--- config.mk ---
export PLATFORM = sky130hd
export DESIGN_NAME = multi_sensor_block_averager_top
export DESIGN_NICKNAME = d
export VERILOG_FILES = /design/src/sv/mba_pkg.sv /design/src/sv/mba_divider.sv /design/src/sv/mba_datapath.sv /design/src/sv/mba_ctrl.sv /design/src/sv/multi_sensor_block_averager_top.sv
export SDC_FILE = /design/constraint.sdc
export NUM_CORES = 2
export LEC_CHECK = 0
export BUFFER_PORTS_ARGS = -buffer_cell sky130_fd_sc_hd__buf_2
export CAP_MARGIN = 5
export CORE_UTILIZATION = 63
export CTS_CLUSTER_SIZE = 24
export DETAILED_ROUTE_END_ITERATION = 16
export MAX_ROUTING_LAYER = met4
export PLACE_DENSITY = 0.81
export SYNTH_ARGS = -nofsm -noshare
export SYNTH_HDL_FRONTEND = slang
export SYNTH_SLANG_ARGS = --single-unit
--- constraint.sdc ---
create_clock -name clock -period 6.8 [get_ports clock]
set_clock_uncertainty 0.1 [all_clocks]
set_input_delay 1.02 -clock clock [delete_from_list [all_inputs] [get_ports clock]]
set_output_delay 1.02 -clock clock [all_outputs]
set_load 0.005 [all_outputs]
--- src/sv/mba_pkg.sv ---
// Shared types and constants for the multi-sensor block averager.
// Used by the controller, datapath, divider, top level and checker.
package mba_pkg;

   localparam int SAMPLE_W  = 16;
   localparam int SUM_W     = 32;
   localparam int THR_W     = 10;
   localparam int GRP_W     = 2;
   localparam int GRP_NUM   = 4;
   localparam int AXIS_GRPS = 3;
   localparam int DIV_STEPS = SUM_W;
   localparam int STEP_W    = $clog2(DIV_STEPS);

   localparam logic [THR_W-1:0] THR_RESET = THR_W'(100);

   localparam logic [GRP_W-1:0] GRP_LOWG = 2'd0;
   localparam logic [GRP_W-1:0] GRP_TEMP = 2'd3;

   localparam logic [1:0] AXIS_X = 2'd0;
   localparam logic [1:0] AXIS_Y = 2'd1;
   localparam logic [1:0] AXIS_Z = 2'd2;

   localparam logic [SAMPLE_W-1:0] AVG_POS_MAX = 16'h7FFF;
   localparam logic [SAMPLE_W-1:0] AVG_NEG_MAX = 16'h8000;

   typedef enum logic [2:0] {
      ST_IDLE,
      ST_CHECK,
      ST_GROUP,
      ST_DIV_START,
      ST_DIV_WAIT,
      ST_EMIT,
      ST_EMIT_WAIT
   } mba_state_type;

   typedef struct packed {
      logic accumulate;
      logic run_start;
      logic div_start;
      logic store_avg;
      logic mark_stale;
      logic emit;
      logic next_group;
   } mba_cmd_type;

   typedef struct packed {
      logic trigger;
      logic count_zero;
      logic axis_last;
      logic grp_last;
      logic div_done;
      logic rsp_busy;
   } mba_status_type;

endpackage

--- src/sv/mba_divider.sv ---
// Serial restoring divider: signed 32-bit sum by unsigned count, one quotient bit a cycle.
// Result truncates toward zero and saturates to 16 bits. Depends on mba_pkg.
module mba_divider import mba_pkg::*; #(
   parameter int COUNT_WIDTH = 16
) (
   input  logic                        clock,
   input  logic                        reset,
   input  logic                        start,
   input  logic [SUM_W-1:0]            dividend,
   input  logic [COUNT_WIDTH-1:0]      divisor,
   output logic                        done,
   output logic [SAMPLE_W-1:0]         quotient
);

   logic                   busy_ff, busy_in;
   logic                   done_ff, done_in;
   logic [STEP_W-1:0]      step_ff, step_in;
   logic                   neg_ff, neg_in;
   logic [SUM_W-1:0]       quo_ff, quo_in;
   logic [COUNT_WIDTH-1:0] rem_ff, rem_in;
   logic [COUNT_WIDTH-1:0] div_ff, div_in;

   logic [COUNT_WIDTH:0]   shifted;
   logic [COUNT_WIDTH:0]   diff;
   logic                   fits;
   logic [SUM_W-1:0]       quo_neg;

   assign shifted = {rem_ff, quo_ff[SUM_W-1]};
   assign fits    = shifted >= {1'b0, div_ff};
   assign diff    = shifted - {1'b0, div_ff};
   assign quo_neg = ~quo_ff + SUM_W'(1);

   always_comb begin
      busy_in = busy_ff;
      done_in = 1'b0;
      step_in = step_ff;
      neg_in  = neg_ff;
      quo_in  = quo_ff;
      rem_in  = rem_ff;
      div_in  = div_ff;
      if (start) begin
         busy_in = 1'b1;
         step_in = '0;
         neg_in  = dividend[SUM_W-1];
         quo_in  = dividend[SUM_W-1] ? (~dividend + SUM_W'(1)) : dividend;
         rem_in  = '0;
         div_in  = divisor;
      end else if (busy_ff) begin
         rem_in  = fits ? diff[COUNT_WIDTH-1:0] : shifted[COUNT_WIDTH-1:0];
         quo_in  = {quo_ff[SUM_W-2:0], fits};
         step_in = step_ff + STEP_W'(1);
         if (step_ff == STEP_W'(DIV_STEPS - 1)) begin
            busy_in = 1'b0;
            done_in = 1'b1;
         end
      end
   end

   always_ff @(posedge clock) begin
      if (reset) begin
         busy_ff <= 1'b0;
         done_ff <= 1'b0;
         step_ff <= '0;
      end else begin
         busy_ff <= busy_in;
         done_ff <= done_in;
         step_ff <= step_in;
      end
   end

   always_ff @(posedge clock) begin
      neg_ff <= neg_in;
      quo_ff <= quo_in;
      rem_ff <= rem_in;
      div_ff <= div_in;
   end

   always_comb begin
      if (neg_ff) begin
         quotient = (quo_ff > SUM_W'(32768)) ? AVG_NEG_MAX : quo_neg[SAMPLE_W-1:0];
      end else begin
         quotient = (quo_ff > SUM_W'(32767)) ? AVG_POS_MAX : quo_ff[SAMPLE_W-1:0];
      end
   end

   assign done = done_ff;

endmodule

--- src/sv/mba_datapath.sv ---
// Datapath: group sums and counts, held averages, threshold register, result register.
// Driven by mba_ctrl commands; instantiates mba_divider. Depends on mba_pkg.
module mba_datapath import mba_pkg::*; #(
   parameter int COUNT_WIDTH = 16
) (
   input  logic                       clock,
   input  logic                       reset,
   input  mba_cmd_type                cmd,
   output mba_status_type             status,
   input  logic [GRP_W-1:0]           req_sensor_group,
   input  logic signed [SAMPLE_W-1:0] req_sample_x,
   input  logic signed [SAMPLE_W-1:0] req_sample_y,
   input  logic signed [SAMPLE_W-1:0] req_sample_z,
   input  logic                       csr_valid,
   input  logic [THR_W-1:0]           csr_sample_threshold,
   output logic                       rsp_valid,
   input  logic                       rsp_stall,
   output logic [GRP_W-1:0]           rsp_out_group,
   output logic signed [SAMPLE_W-1:0] rsp_avg_x,
   output logic signed [SAMPLE_W-1:0] rsp_avg_y,
   output logic signed [SAMPLE_W-1:0] rsp_avg_z,
   output logic                       rsp_fresh,
   output logic                       rsp_last_of_run
);

   localparam int CmpWidth = (COUNT_WIDTH > THR_W) ? COUNT_WIDTH : THR_W;
   localparam logic [COUNT_WIDTH-1:0] CountMax = '1;

   logic [SUM_W-1:0]       sum_x_ff [GRP_NUM];
   logic [SUM_W-1:0]       sum_x_in [GRP_NUM];
   logic [SUM_W-1:0]       sum_y_ff [AXIS_GRPS];
   logic [SUM_W-1:0]       sum_y_in [AXIS_GRPS];
   logic [SUM_W-1:0]       sum_z_ff [AXIS_GRPS];
   logic [SUM_W-1:0]       sum_z_in [AXIS_GRPS];
   logic [COUNT_WIDTH-1:0] count_ff [GRP_NUM];
   logic [COUNT_WIDTH-1:0] count_in [GRP_NUM];
   logic [SAMPLE_W-1:0]    held_x_ff [GRP_NUM];
   logic [SAMPLE_W-1:0]    held_x_in [GRP_NUM];
   logic [SAMPLE_W-1:0]    held_y_ff [AXIS_GRPS];
   logic [SAMPLE_W-1:0]    held_y_in [AXIS_GRPS];
   logic [SAMPLE_W-1:0]    held_z_ff [AXIS_GRPS];
   logic [SAMPLE_W-1:0]    held_z_in [AXIS_GRPS];

   logic [THR_W-1:0]       thr_ff, thr_in;
   logic [GRP_W-1:0]       grp_ff, grp_in;
   logic [1:0]             axis_ff, axis_in;
   logic                   fresh_ff, fresh_in;
   logic                   rsp_valid_ff, rsp_valid_in;

   logic [GRP_W-1:0]       rsp_group_ff, rsp_group_in;
   logic [SAMPLE_W-1:0]    rsp_x_ff, rsp_x_in;
   logic [SAMPLE_W-1:0]    rsp_y_ff, rsp_y_in;
   logic [SAMPLE_W-1:0]    rsp_z_ff, rsp_z_in;
   logic                   rsp_fresh_ff, rsp_fresh_in;
   logic                   rsp_last_ff, rsp_last_in;

   logic [GRP_W-1:0]       sel_grp;
   logic                   axis_last;
   logic [THR_W-1:0]       thr_eff;
   logic [SUM_W-1:0]       dividend;
   logic                   div_done;
   logic [SAMPLE_W-1:0]    quotient;

   mba_divider #(
      .COUNT_WIDTH(COUNT_WIDTH)
   ) u_divider (
      .clock   (clock),
      .reset   (reset),
      .start   (cmd.div_start),
      .dividend(dividend),
      .divisor (count_ff[grp_ff]),
      .done    (div_done),
      .quotient(quotient)
   );

   assign sel_grp   = cmd.accumulate ? req_sensor_group : grp_ff;
   assign axis_last = (grp_ff == GRP_TEMP) ? (axis_ff == AXIS_X) : (axis_ff == AXIS_Z);
   assign thr_eff   = (thr_ff == '0) ? THR_W'(1) : thr_ff;

   always_comb begin
      dividend = '0;
      case (axis_ff)
         AXIS_X: dividend = sum_x_ff[grp_ff];
         AXIS_Y: begin
            if (grp_ff != GRP_TEMP) dividend = sum_y_ff[grp_ff];
         end
         AXIS_Z: begin
            if (grp_ff != GRP_TEMP) dividend = sum_z_ff[grp_ff];
         end
         default: dividend = '0;
      endcase
   end

   always_comb begin
      status.trigger    = CmpWidth'(count_ff[GRP_LOWG]) >= CmpWidth'(thr_eff);
      status.count_zero = (count_ff[grp_ff] == '0);
      status.axis_last  = axis_last;
      status.grp_last   = (grp_ff == GRP_TEMP);
      status.div_done   = div_done;
      status.rsp_busy   = rsp_valid_ff;
   end

   always_comb begin
      sum_x_in     = sum_x_ff;
      sum_y_in     = sum_y_ff;
      sum_z_in     = sum_z_ff;
      count_in     = count_ff;
      held_x_in    = held_x_ff;
      held_y_in    = held_y_ff;
      held_z_in    = held_z_ff;
      thr_in       = csr_valid ? csr_sample_threshold : thr_ff;
      grp_in       = grp_ff;
      axis_in      = axis_ff;
      fresh_in     = fresh_ff;
      rsp_valid_in = rsp_valid_ff;
      rsp_group_in = rsp_group_ff;
      rsp_x_in     = rsp_x_ff;
      rsp_y_in     = rsp_y_ff;
      rsp_z_in     = rsp_z_ff;
      rsp_fresh_in = rsp_fresh_ff;
      rsp_last_in  = rsp_last_ff;

      if (cmd.accumulate && (count_ff[sel_grp] != CountMax)) begin
         sum_x_in[sel_grp] = sum_x_ff[sel_grp] + SUM_W'(req_sample_x);
         if (sel_grp != GRP_TEMP) begin
            sum_y_in[sel_grp] = sum_y_ff[sel_grp] + SUM_W'(req_sample_y);
            sum_z_in[sel_grp] = sum_z_ff[sel_grp] + SUM_W'(req_sample_z);
         end
         count_in[sel_grp] = count_ff[sel_grp] + COUNT_WIDTH'(1);
      end

      if (cmd.run_start) begin
         grp_in  = GRP_LOWG;
         axis_in = AXIS_X;
      end

      if (cmd.store_avg) begin
         case (axis_ff)
            AXIS_X: begin
               held_x_in[grp_ff] = quotient;
               sum_x_in[grp_ff]  = '0;
            end
            AXIS_Y: begin
               if (grp_ff != GRP_TEMP) begin
                  held_y_in[grp_ff] = quotient;
                  sum_y_in[grp_ff]  = '0;
               end
            end
            AXIS_Z: begin
               if (grp_ff != GRP_TEMP) begin
                  held_z_in[grp_ff] = quotient;
                  sum_z_in[grp_ff]  = '0;
               end
            end
            default: axis_in = axis_ff;
         endcase
         if (axis_last) begin
            count_in[grp_ff] = '0;
            fresh_in         = 1'b1;
         end else begin
            axis_in = axis_ff + 2'd1;
         end
      end

      if (cmd.mark_stale) fresh_in = 1'b0;

      if (cmd.next_group) begin
         grp_in  = grp_ff + GRP_W'(1);
         axis_in = AXIS_X;
      end

      if (rsp_valid_ff && !rsp_stall) rsp_valid_in = 1'b0;

      if (cmd.emit) begin
         rsp_valid_in = 1'b1;
         rsp_group_in = grp_ff;
         rsp_x_in     = held_x_ff[grp_ff];
         rsp_y_in     = '0;
         rsp_z_in     = '0;
         if (grp_ff != GRP_TEMP) begin
            rsp_y_in = held_y_ff[grp_ff];
            rsp_z_in = held_z_ff[grp_ff];
         end
         rsp_fresh_in = fresh_ff;
         rsp_last_in  = (grp_ff == GRP_TEMP);
      end
   end

   always_ff @(posedge clock) begin
      if (reset) begin
         for (int i = 0; i < GRP_NUM; i++) begin
            sum_x_ff[i]  <= '0;
            count_ff[i]  <= '0;
            held_x_ff[i] <= '0;
         end
         for (int i = 0; i < AXIS_GRPS; i++) begin
            sum_y_ff[i]  <= '0;
            sum_z_ff[i]  <= '0;
            held_y_ff[i] <= '0;
            held_z_ff[i] <= '0;
         end
         thr_ff       <= THR_RESET;
         grp_ff       <= GRP_LOWG;
         axis_ff      <= AXIS_X;
         fresh_ff     <= 1'b0;
         rsp_valid_ff <= 1'b0;
      end else begin
         sum_x_ff     <= sum_x_in;
         sum_y_ff     <= sum_y_in;
         sum_z_ff     <= sum_z_in;
         count_ff     <= count_in;
         held_x_ff    <= held_x_in;
         held_y_ff    <= held_y_in;
         held_z_ff    <= held_z_in;
         thr_ff       <= thr_in;
         grp_ff       <= grp_in;
         axis_ff      <= axis_in;
         fresh_ff     <= fresh_in;
         rsp_valid_ff <= rsp_valid_in;
      end
   end

   always_ff @(posedge clock) begin
      rsp_group_ff <= rsp_group_in;
      rsp_x_ff     <= rsp_x_in;
      rsp_y_ff     <= rsp_y_in;
      rsp_z_ff     <= rsp_z_in;
      rsp_fresh_ff <= rsp_fresh_in;
      rsp_last_ff  <= rsp_last_in;
   end

   assign rsp_valid       = rsp_valid_ff;
   assign rsp_out_group   = rsp_group_ff;
   assign rsp_avg_x       = rsp_x_ff;
   assign rsp_avg_y       = rsp_y_ff;
   assign rsp_avg_z       = rsp_z_ff;
   assign rsp_fresh       = rsp_fresh_ff;
   assign rsp_last_of_run = rsp_last_ff;

endmodule

--- src/sv/mba_ctrl.sv ---
// Controller state machine: accepts requests, walks groups and axes, sequences divides and results.
// Talks to mba_datapath by command and status structs. Depends on mba_pkg.
module mba_ctrl import mba_pkg::*; (
   input  logic           clock,
   input  logic           reset,
   input  logic           req_valid,
   output logic           req_stall,
   input  mba_status_type status,
   output mba_cmd_type    cmd
);

   mba_state_type state_ff, state_in;

   always_ff @(posedge clock) begin
      if (reset) begin
         state_ff <= ST_IDLE;
      end else begin
         state_ff <= state_in;
      end
   end

   always_comb begin
      state_in  = state_ff;
      cmd       = '0;
      req_stall = (state_ff != ST_IDLE);
      case (state_ff)
         ST_IDLE: begin
            if (req_valid) begin
               cmd.accumulate = 1'b1;
               state_in       = ST_CHECK;
            end
         end
         ST_CHECK: begin
            if (status.trigger) begin
               cmd.run_start = 1'b1;
               state_in      = ST_GROUP;
            end else begin
               state_in = ST_IDLE;
            end
         end
         ST_GROUP: begin
            if (status.count_zero) begin
               cmd.mark_stale = 1'b1;
               state_in       = ST_EMIT;
            end else begin
               state_in = ST_DIV_START;
            end
         end
         ST_DIV_START: begin
            cmd.div_start = 1'b1;
            state_in      = ST_DIV_WAIT;
         end
         ST_DIV_WAIT: begin
            if (status.div_done) begin
               cmd.store_avg = 1'b1;
               state_in      = status.axis_last ? ST_EMIT : ST_DIV_START;
            end
         end
         ST_EMIT: begin
            cmd.emit = 1'b1;
            state_in = ST_EMIT_WAIT;
         end
         ST_EMIT_WAIT: begin
            if (!status.rsp_busy) begin
               if (status.grp_last) begin
                  state_in = ST_IDLE;
               end else begin
                  cmd.next_group = 1'b1;
                  state_in       = ST_GROUP;
               end
            end
         end
         default: state_in = ST_IDLE;
      endcase
   end

endmodule

--- src/sv/multi_sensor_block_averager_top.sv ---
// Top level of the multi-sensor block averager: controller plus datapath.
// Depends on mba_pkg, mba_ctrl, mba_datapath, mba_divider.
//
//   channel  | handshake          | payload
//   ---------+--------------------+-----------------------------------------------
//   req      | req_valid/stall    | sensor_group, sample_x/y/z
//   rsp      | rsp_valid/stall    | out_group, avg_x/y/z, fresh, last_of_run
//   csr      | csr_valid/ready    | sample_threshold (ready always high)
//
// A request that does not trigger output goes through acceptance and the threshold check.
// A triggering request adds a run of up to ten serial divides, each of 32 quotient
// steps plus start and done, and for each result the group, emit and emit-wait states.
// req_stall is high for the whole run; rsp_stall holds the result register and the run.
// Reset is synchronous and clears sums, counts, held averages and the threshold to 100.
module multi_sensor_block_averager_top import mba_pkg::*; #(
   parameter int COUNT_WIDTH = 16
) (
   input  logic                       clock,
   input  logic                       reset,
   input  logic                       req_valid,
   output logic                       req_stall,
   input  logic [GRP_W-1:0]           req_sensor_group,
   input  logic signed [SAMPLE_W-1:0] req_sample_x,
   input  logic signed [SAMPLE_W-1:0] req_sample_y,
   input  logic signed [SAMPLE_W-1:0] req_sample_z,
   output logic                       rsp_valid,
   input  logic                       rsp_stall,
   output logic [GRP_W-1:0]           rsp_out_group,
   output logic signed [SAMPLE_W-1:0] rsp_avg_x,
   output logic signed [SAMPLE_W-1:0] rsp_avg_y,
   output logic signed [SAMPLE_W-1:0] rsp_avg_z,
   output logic                       rsp_fresh,
   output logic                       rsp_last_of_run,
   input  logic                       csr_valid,
   output logic                       csr_ready,
   input  logic [THR_W-1:0]           csr_sample_threshold
);

   mba_cmd_type    cmd;
   mba_status_type status;

   assign csr_ready = 1'b1;

   mba_ctrl u_ctrl (
      .clock    (clock),
      .reset    (reset),
      .req_valid(req_valid),
      .req_stall(req_stall),
      .status   (status),
      .cmd      (cmd)
   );

   mba_datapath #(
      .COUNT_WIDTH(COUNT_WIDTH)
   ) u_datapath (
      .clock               (clock),
      .reset               (reset),
      .cmd                 (cmd),
      .status              (status),
      .req_sensor_group    (req_sensor_group),
      .req_sample_x        (req_sample_x),
      .req_sample_y        (req_sample_y),
      .req_sample_z        (req_sample_z),
      .csr_valid           (csr_valid),
      .csr_sample_threshold(csr_sample_threshold),
      .rsp_valid           (rsp_valid),
      .rsp_stall           (rsp_stall),
      .rsp_out_group       (rsp_out_group),
      .rsp_avg_x           (rsp_avg_x),
      .rsp_avg_y           (rsp_avg_y),
      .rsp_avg_z           (rsp_avg_z),
      .rsp_fresh           (rsp_fresh),
      .rsp_last_of_run     (rsp_last_of_run)
   );

endmodule

Word level (Yosys, flattened, before mapping) --
Index checks and enable logic that the tools add are counted.
Word-level totals: flip-flop bits (word level) 687, input bits 65, logic and storage cells 223
Cells by class: equality and inequality tests 17, $add $sub $neg 10, bitwise operators 12, order comparisons 8, reduce and logical (&&, ||, !) cells 23, muxes and demuxes 110
Operators by type and width (number):
- $mux W96 | 10
- $mux W32 | 19
- $bmux W32 S2 | 6
- $mux W128 | 3
- $mux W16 | 16
- $and A96 B96 Y96 | 2
- $bwmux W96 | 2
- $mux W64 | 3
- $bmux W16 S2 | 5
- $and A128 B128 Y128 | 1
- $bwmux W128 | 1
- $bwmux W64 | 2
- $demux W32 S2 | 2
- $not A128 Y128 | 1
- $add A32 B32 Y32 | 3
- $bwmux W48 | 2
- $not A96 Y96 | 1
- $pmux W32 S3 | 1
- $and A64 B64 Y64 | 1
- $demux W16 S2 | 2
- $not A64 Y64 | 1
- $add A16 B1 Y16 const B | 2
- $add A32 B1 Y32 const B | 1
- $gt A32 B15 Y1 const B | 1
- other kinds (39) | 92

Longest topological paths before layout --
depth after elaboration 15, gate-level depth with buffers 23, depth with buffers taken out 18

Cells and area by module --
From an unflattened synthesis, not the netlist that was laid out.
Unflattened totals: cells, all modules 4903, area, all modules 39208.9 um2
Modules (own cells, without submodules):
- mba_datapath | instances 1, area each 33940.1 um2, cells an instance 4299
- mba_divider | instances 1, area each 4973.5 um2, cells an instance 560
- mba_ctrl | instances 1, area each 284.0 um2, cells an instance 42
- multi_sensor_block_averager_top | instances 1, area each 11.3 um2, cells an instance 2

Least setup slack after synthesis --
OpenSTA, ideal clock, no wires.
path type input -> register, start point in req_valid, end point reg u_datapath.sum_z_ff[92] in the netlist's numbering, required time 6.571 ns, path buffers 6, setup slack 0.914 ns, setup time 0.129 ns, data arrival time 5.657 ns, cell stages on the path 22, cell sequence nor4b_4 mux2_4 buf_6 buf_6 buf_6 clkbuf_1 clkbuf_1 clkbuf_1 mux2i_1 o21ai_0 ha_1 inv_1 fa_1 nor2b_1 o31a_1 o31ai_1 a21o_1 o31a_1 o211ai_1 a2111oi_0 nor3b_1 o21ai_0
On the way: word-level cells in the longest chain between the ends 15, elaborated cells on any way between the ends 26, classes of those cells add/sub: 1; order compare: 2; eq/ne: 2; mux: 17; bitwise: 2; reduce/logical: 2
RTL lines:
- start: declaration | RTL line multi_sensor_block_averager_top.sv:20 | input logic req_valid,
- $mux W1 * | RTL line mba_ctrl.sv:28 | if (req_valid) begin
- $mux W1 * | RTL line mba_ctrl.sv:26 | case (state_ff)
- $mux W2 | RTL line mba_datapath.sv:76 | assign sel_grp = cmd.accumulate ? req_sensor_group : grp_ff;
- $not A2 Y3 (not written as such) | RTL line mba_datapath.sv:123, mba_datapath.sv:127
- $bmux W32 S2 (tied with other cells) | RTL line mba_datapath.sv:127 | sum_z_in[sel_grp] = sum_z_ff[sel_grp] + SUM_W'(req_sample_z);
- $mux W32 (not written as such) or $logic_and A1 B1 Y1 (tied branches) | RTL line mba_datapath.sv:127
- $mux W32 (not written as such) | RTL line mba_datapath.sv:127
- $add A32 B32 Y32 or $demux W32 S2 (tied branches) | RTL line mba_datapath.sv:127
- $bwmux W96 | RTL line mba_datapath.sv:127
- $mux W96 | RTL line mba_datapath.sv:125 | if (sel_grp != GRP_TEMP) begin
- $mux W96 * | RTL line mba_datapath.sv:123 | if (cmd.accumulate && (count_ff[sel_grp] != CountMax)) begin
- $and A96 B96 Y96 (no line)
- $mux W96 | RTL line mba_datapath.sv:150 | if (grp_ff != GRP_TEMP) begin
- $mux W96 | RTL line mba_datapath.sv:138 | case (axis_ff)
- $mux W96 * | RTL line mba_datapath.sv:137 | if (cmd.store_avg) begin
- end signal: assignment | RTL line mba_datapath.sv:210 | sum_z_ff <= sum_z_in;
- end: declaration | RTL line mba_datapath.sv:33 | logic [SUM_W-1:0] sum_z_ff [AXIS_GRPS];
Mark *: on every way between the ends. The rest lies on a longest branch, timed or not. The select of a mux whose other input is x is not followed. A chain may end at the register's enable or synchronous reset.

Worst setup path after layout --
start point reg u_ctrl.state_ff[2], end point reg u_datapath.sum_y_ff[84] in the netlist's numbering
On the way: word-level cells in the longest chain between the ends 15, elaborated cells on any way between the ends 28, classes of those cells add/sub: 1; order compare: 2; eq/ne: 3; mux: 17; bitwise: 2; reduce/logical: 3
RTL lines:
- start: declaration | RTL line mba_ctrl.sv:12 | mba_state_type state_ff, state_in;
- start signal: assignment | RTL line mba_ctrl.sv:18 | state_ff <= state_in;
- $logic_not A3 Y1 | RTL line mba_ctrl.sv:26
- $mux W1 | RTL line mba_ctrl.sv:26
- $mux W2 | RTL line mba_datapath.sv:76
- $not A2 Y3 (not written as such) | RTL line mba_datapath.sv:123, mba_datapath.sv:126
- $bmux W32 S2 (tied with other cells) | RTL line mba_datapath.sv:126 | sum_y_in[sel_grp] = sum_y_ff[sel_grp] + SUM_W'(req_sample_y);
- $mux W32 (not written as such) or $logic_and A1 B1 Y1 (tied branches) | RTL line mba_datapath.sv:126
- $mux W32 (not written as such) | RTL line mba_datapath.sv:126
- $add A32 B32 Y32 or $demux W32 S2 (tied branches) | RTL line mba_datapath.sv:126
- $bwmux W96 | RTL line mba_datapath.sv:126
- $mux W96 | RTL line mba_datapath.sv:125
- $mux W96 | RTL line mba_datapath.sv:123
- $and A96 B96 Y96 (no line)
- $mux W96 | RTL line mba_datapath.sv:144 | if (grp_ff != GRP_TEMP) begin
- $mux W96 | RTL line mba_datapath.sv:138
- $mux W96 * | RTL line mba_datapath.sv:137
- end signal: assignment | RTL line mba_datapath.sv:209 | sum_y_ff <= sum_y_in;
- end: declaration | RTL line mba_datapath.sv:31 | logic [SUM_W-1:0] sum_y_ff [AXIS_GRPS];
Marks and branches as above.

==> flow_summary.yaml <==
drt:
  drc: 8
  dr.pass1.iters: 12
  num_vias: 35312
  routed_wl_microns: 116000
  drtIter0Drc: 3871
  ant_nets: 0
  drt-wirelength-per-cell_microns: 21.8
  routed_via_density: 6.62
logic_synthesis:
  synthDistinctLibCells: 86
  netlist_instances: 4534
  ys_seq_area_frac: 0.388
  synth_edf_count: 101
  synth_top_area_share: 0.308
  yosys.area.top_type: "dfxtp_1"
  synth-main-ff-cell: "dfxtp_1"
  ys_warn_count: 0
  synth_area_sq_um: 38100
  synthTopCellsByArea: "dfxtp_1 (31%), nand2_1 (9.2%), edfxtp_1 (8.0%), a21oi_1 (5.4%), ha_1 (4.5%)"
  synth.avg_cell_area_sq_um: 8.39
  synthesis.nets: 4739
  ys_ff_latch: 687
  ys_async_sr_fraction: 0
clocking:
  max-clock-path-buffers: 3
  insertion_delay_ps: 650
  ctsRootBufferMaster: "clkbuf_16"
  htree_levels: 3
  numCtsBuffers: 74
  ctsHoldBuffers: 0
  cts_tree: "built"
  clkSinkCount: 687
  cts.clk_slew.worst_paths_ps: 60
  ctsResizeCount: 0
  post_cts_buffers: 0
timing:
  finalHoldViolCount: 0
  relSlewSlack: 0.153
  max_clock_freq_mhz: 181
  slew_viol_final: 0
  min_period_ps: 5540
  setup_viol: 0
  worst_slack_ps: 1260
  tns_ps: 0
  tightest_slew_ps: 1270
  rsz0062_at_grt: "false"
  period_share: 0.814
pwr:
  power.leakage_nw: 15.6
  power.density_nw_per_um2: 249
  ir_drop_mv: 0.197
  internal_power_mw: 7.23
  sequentialPowerShare: 0.429
  pwr-share-clk: 0.386
  p_sw_mw: 3.10
  comb_power_share: 0.185
  p_sw_frac: 0.300
cells_and_area:
  design_area_sq_um: 41500
  fin_cells: 5333
  seqCellArea_sq_um: 14800
  mostFrequentLayoutCell: "nand2_1"
  drive_gt1_frac: 0.105
  final_core_util: 0.699
  area.growth.synth_to_final_pct: 8.98
  final_cell_mix: "nand2_1 (928), dfxtp_1 (584), a21oi_1 (405), o21ai_0 (313), nor2_1 (264)"
  nets: 4705
  n_fill_cell: 4795
  multiInputGateArea_sq_um: 21800
placed_design:
  hpwl_microns: 75800
  place_inst: 5197
  port_buffers: 118
  place_area_sq_um: 39100
  dp_slack_ps: 861
  gp_congestion: 1.00
global_route:
  gr-total-overflow: 0
  grtUsageTotal: 0.385
  grt_pass1_wl_microns: 181000
  grt_max_degree: 119
  grt_pass1_vias: 32857
  antenna_found_initial: 3
setup_path:
  worstPathRequired_ps: 7270
  r2r_slack_ps: 1260
  rr_worst_depth: 18
  timing.rr.end: "u_datapath.sum_y_ff[84]$_SDFF_PP0_"
  cp_slowest_cell: "nor4b_4"
  end_kind: "flop"
  r2r-start: "u_ctrl.state_ff[2]$_SDFFE_PP0P_"
  arrival_ps: 6010
  max_stage_delay_ps: 730
  cp-start-kind: "flop"
  cp_cell_sequence: "nor4b_4, mux2_8, nor2_4, buf_4, nand2_1, o21ai_0, ha_1, inv_1, fa_1, nor2b_1, o31a_1, o21ai_0, a31oi_1, o21bai_1, a31oi_1, xor2_1, nand2_1, a21oi_1"
  worstSetupPathType: "reg -> reg"
  critPathMaxFanout: 44
outcome:
  violations: "design-rule violations"
  status: "finished, violations left"
min_path:
  worstHoldStart: "u_datapath.u_divider.rem_ff[15]$_SDFFE_PP0P_"
  hold_path_class: "reg -> reg"
  hold_depth: 2
  min_to: "u_datapath.u_divider.rem_ff[15]$_SDFFE_PP0P_"
flow_run:
  maxCapViolations: 0
floorplanning:
  ios: 120
  initial_core_util: 0.641
  rows: 89
  die_w_microns: 248
  core_area_sq_um: 59400
  die_h_microns: 248
  die-area_sq_um: 61400
[state kept, by name (all words and copies together) (netlist names), 3 cells and up]
register	count
u_ctrl.state_ff	3
u_datapath.count_ff	64
u_datapath.held_x_ff	64
u_datapath.held_y_ff	48
u_datapath.held_z_ff	48
u_datapath.rsp_avg_x	16
u_datapath.rsp_avg_y	16
u_datapath.rsp_avg_z	16
u_datapath.sum_x_ff	128
u_datapath.sum_y_ff	96
u_datapath.sum_z_ff	96
u_datapath.thr_ff	10
u_datapath.u_divider.div_ff	16
u_datapath.u_divider.quo_ff	32
u_datapath.u_divider.rem_ff	16
u_datapath.u_divider.step_ff	5
[worst max-delay path: cells and delay by family, from the launching register on]
family                     cells  cell delay, ps
and+or+nand+nor                5            1280
DFF                            1             470
buffers and inverters          2             330
adders and majority gates      2             640
xor gates and xnor gates       1             330
muxes                          1             650
AOI/OAI and AO/OA              7            1620
[power by group through the flow]
| stage | clock (mW) | combinational [mW] | sequential (mW) |
|---|---|---|---|
| global route | 4.18 | 2.08 | 4.45 |
| finish | 3.99 | 1.91 | 4.43 |
| CTS | 3.99 | 1.87 | 4.43 |
| detailed placement | 0 | 1.85 | 4.51 |
| floorplan | 0 | 1.41 | 4.47 |
| global placement | 0 | 1.82 | 4.51 |
[Yosys cell counts (all sizes together) (13+ instances only)]
library cell / n
xnor2: 70
mux2i: 161
mux4: 60
a21oi: 414
nand3: 111
a211oi: 87
or3: 24
o21a: 20
a221oi: 14
a21o: 50
nor2b: 28
or2: 14
inv: 87
o31ai: 34
a22oi: 39
clkbuf: 206
nor4: 17
o211ai: 19
xor2: 52
edfxtp: 101
and3: 62
and2: 23
nor3b: 13
buf: 98
mux2: 58
nand2b: 18
nand4: 22
o21ai: 315
ha: 136
a31oi: 77
dfxtp: 586
nand2: 929
nor2: 265
a22o: 115
nor3: 44
[cell type report]
cell class / instances / area share
Multi-Input combinational cell: 3454 / 0.525
Tap cell: 773 / 0.0233
Antenna cell: 2 / 0.000121
Sequential cell: 687 / 0.356
Clock inverter: 31 / 0.00748
Inverter: 89 / 0.00805
Clock buffer: 103 / 0.0497
Timing Repair Buffer: 194 / 0.0298
[routing by layer]
layer / up-vias / global-route usage / routed length [microns]
li1: 16250 / - / -
met1: 16695 / 0.491 / 46400
met2: 1996 / 0.585 / 52300
met3: 371 / 0.0690 / 11400
met4: 0 / 0.198 / 6240
met5: - / - / 0
[cells by family after synthesis]
group	count (synthesis)	synth area share
simple gates	1607	0.184
compound gates	1305	0.215
flops	687	0.388
buf+inv	393	0.0433
mux	279	0.0952
fa+ha+maj	140	0.0468
xor+xnor	122	0.0281
other cells	1	0.0000985
[per-stage QoR]
| stage | total power, mW | hold slack, ps |
|---|---|---|
| after global placement | 6.33 | 329 |
| final | 10.3 | 350 |
| after global routing | 10.7 | 371 |
| after floorplan | 5.88 | 309 |
| after detailed placement | 6.37 | 339 |
| after CTS | 10.3 | 352 |
[worst max-delay path by stage]
| stage | startpoint | endpoint | slack, ps | cells past startpoint |
|---|---|---|---|---|
| 2_1_floorplan | req_valid | u_datapath.sum_z_ff[92]$_SDFF_PP0_ | 910 | 22 |
| 4_1_cts | u_ctrl.state_ff[2]$_SDFFE_PP0P_ | u_datapath.sum_z_ff[28]$_SDFF_PP0_ | 1390 | 15 |
| 3_3_place_gp | req_valid | u_datapath.sum_z_ff[28]$_SDFF_PP0_ | 1000 | 16 |
| 5_1_grt | u_ctrl.state_ff[2]$_SDFFE_PP0P_ | u_datapath.sum_y_ff[22]$_SDFF_PP0_ | 860 | 18 |
| 3_5_place_dp | req_valid | u_datapath.sum_z_ff[28]$_SDFF_PP0_ | 860 | 16 |
| 6_report | u_ctrl.state_ff[2]$_SDFFE_PP0P_ | u_datapath.sum_y_ff[84]$_SDFF_PP0_ | 1260 | 18 |
Note: power is estimated with default switching activity, not from simulation.
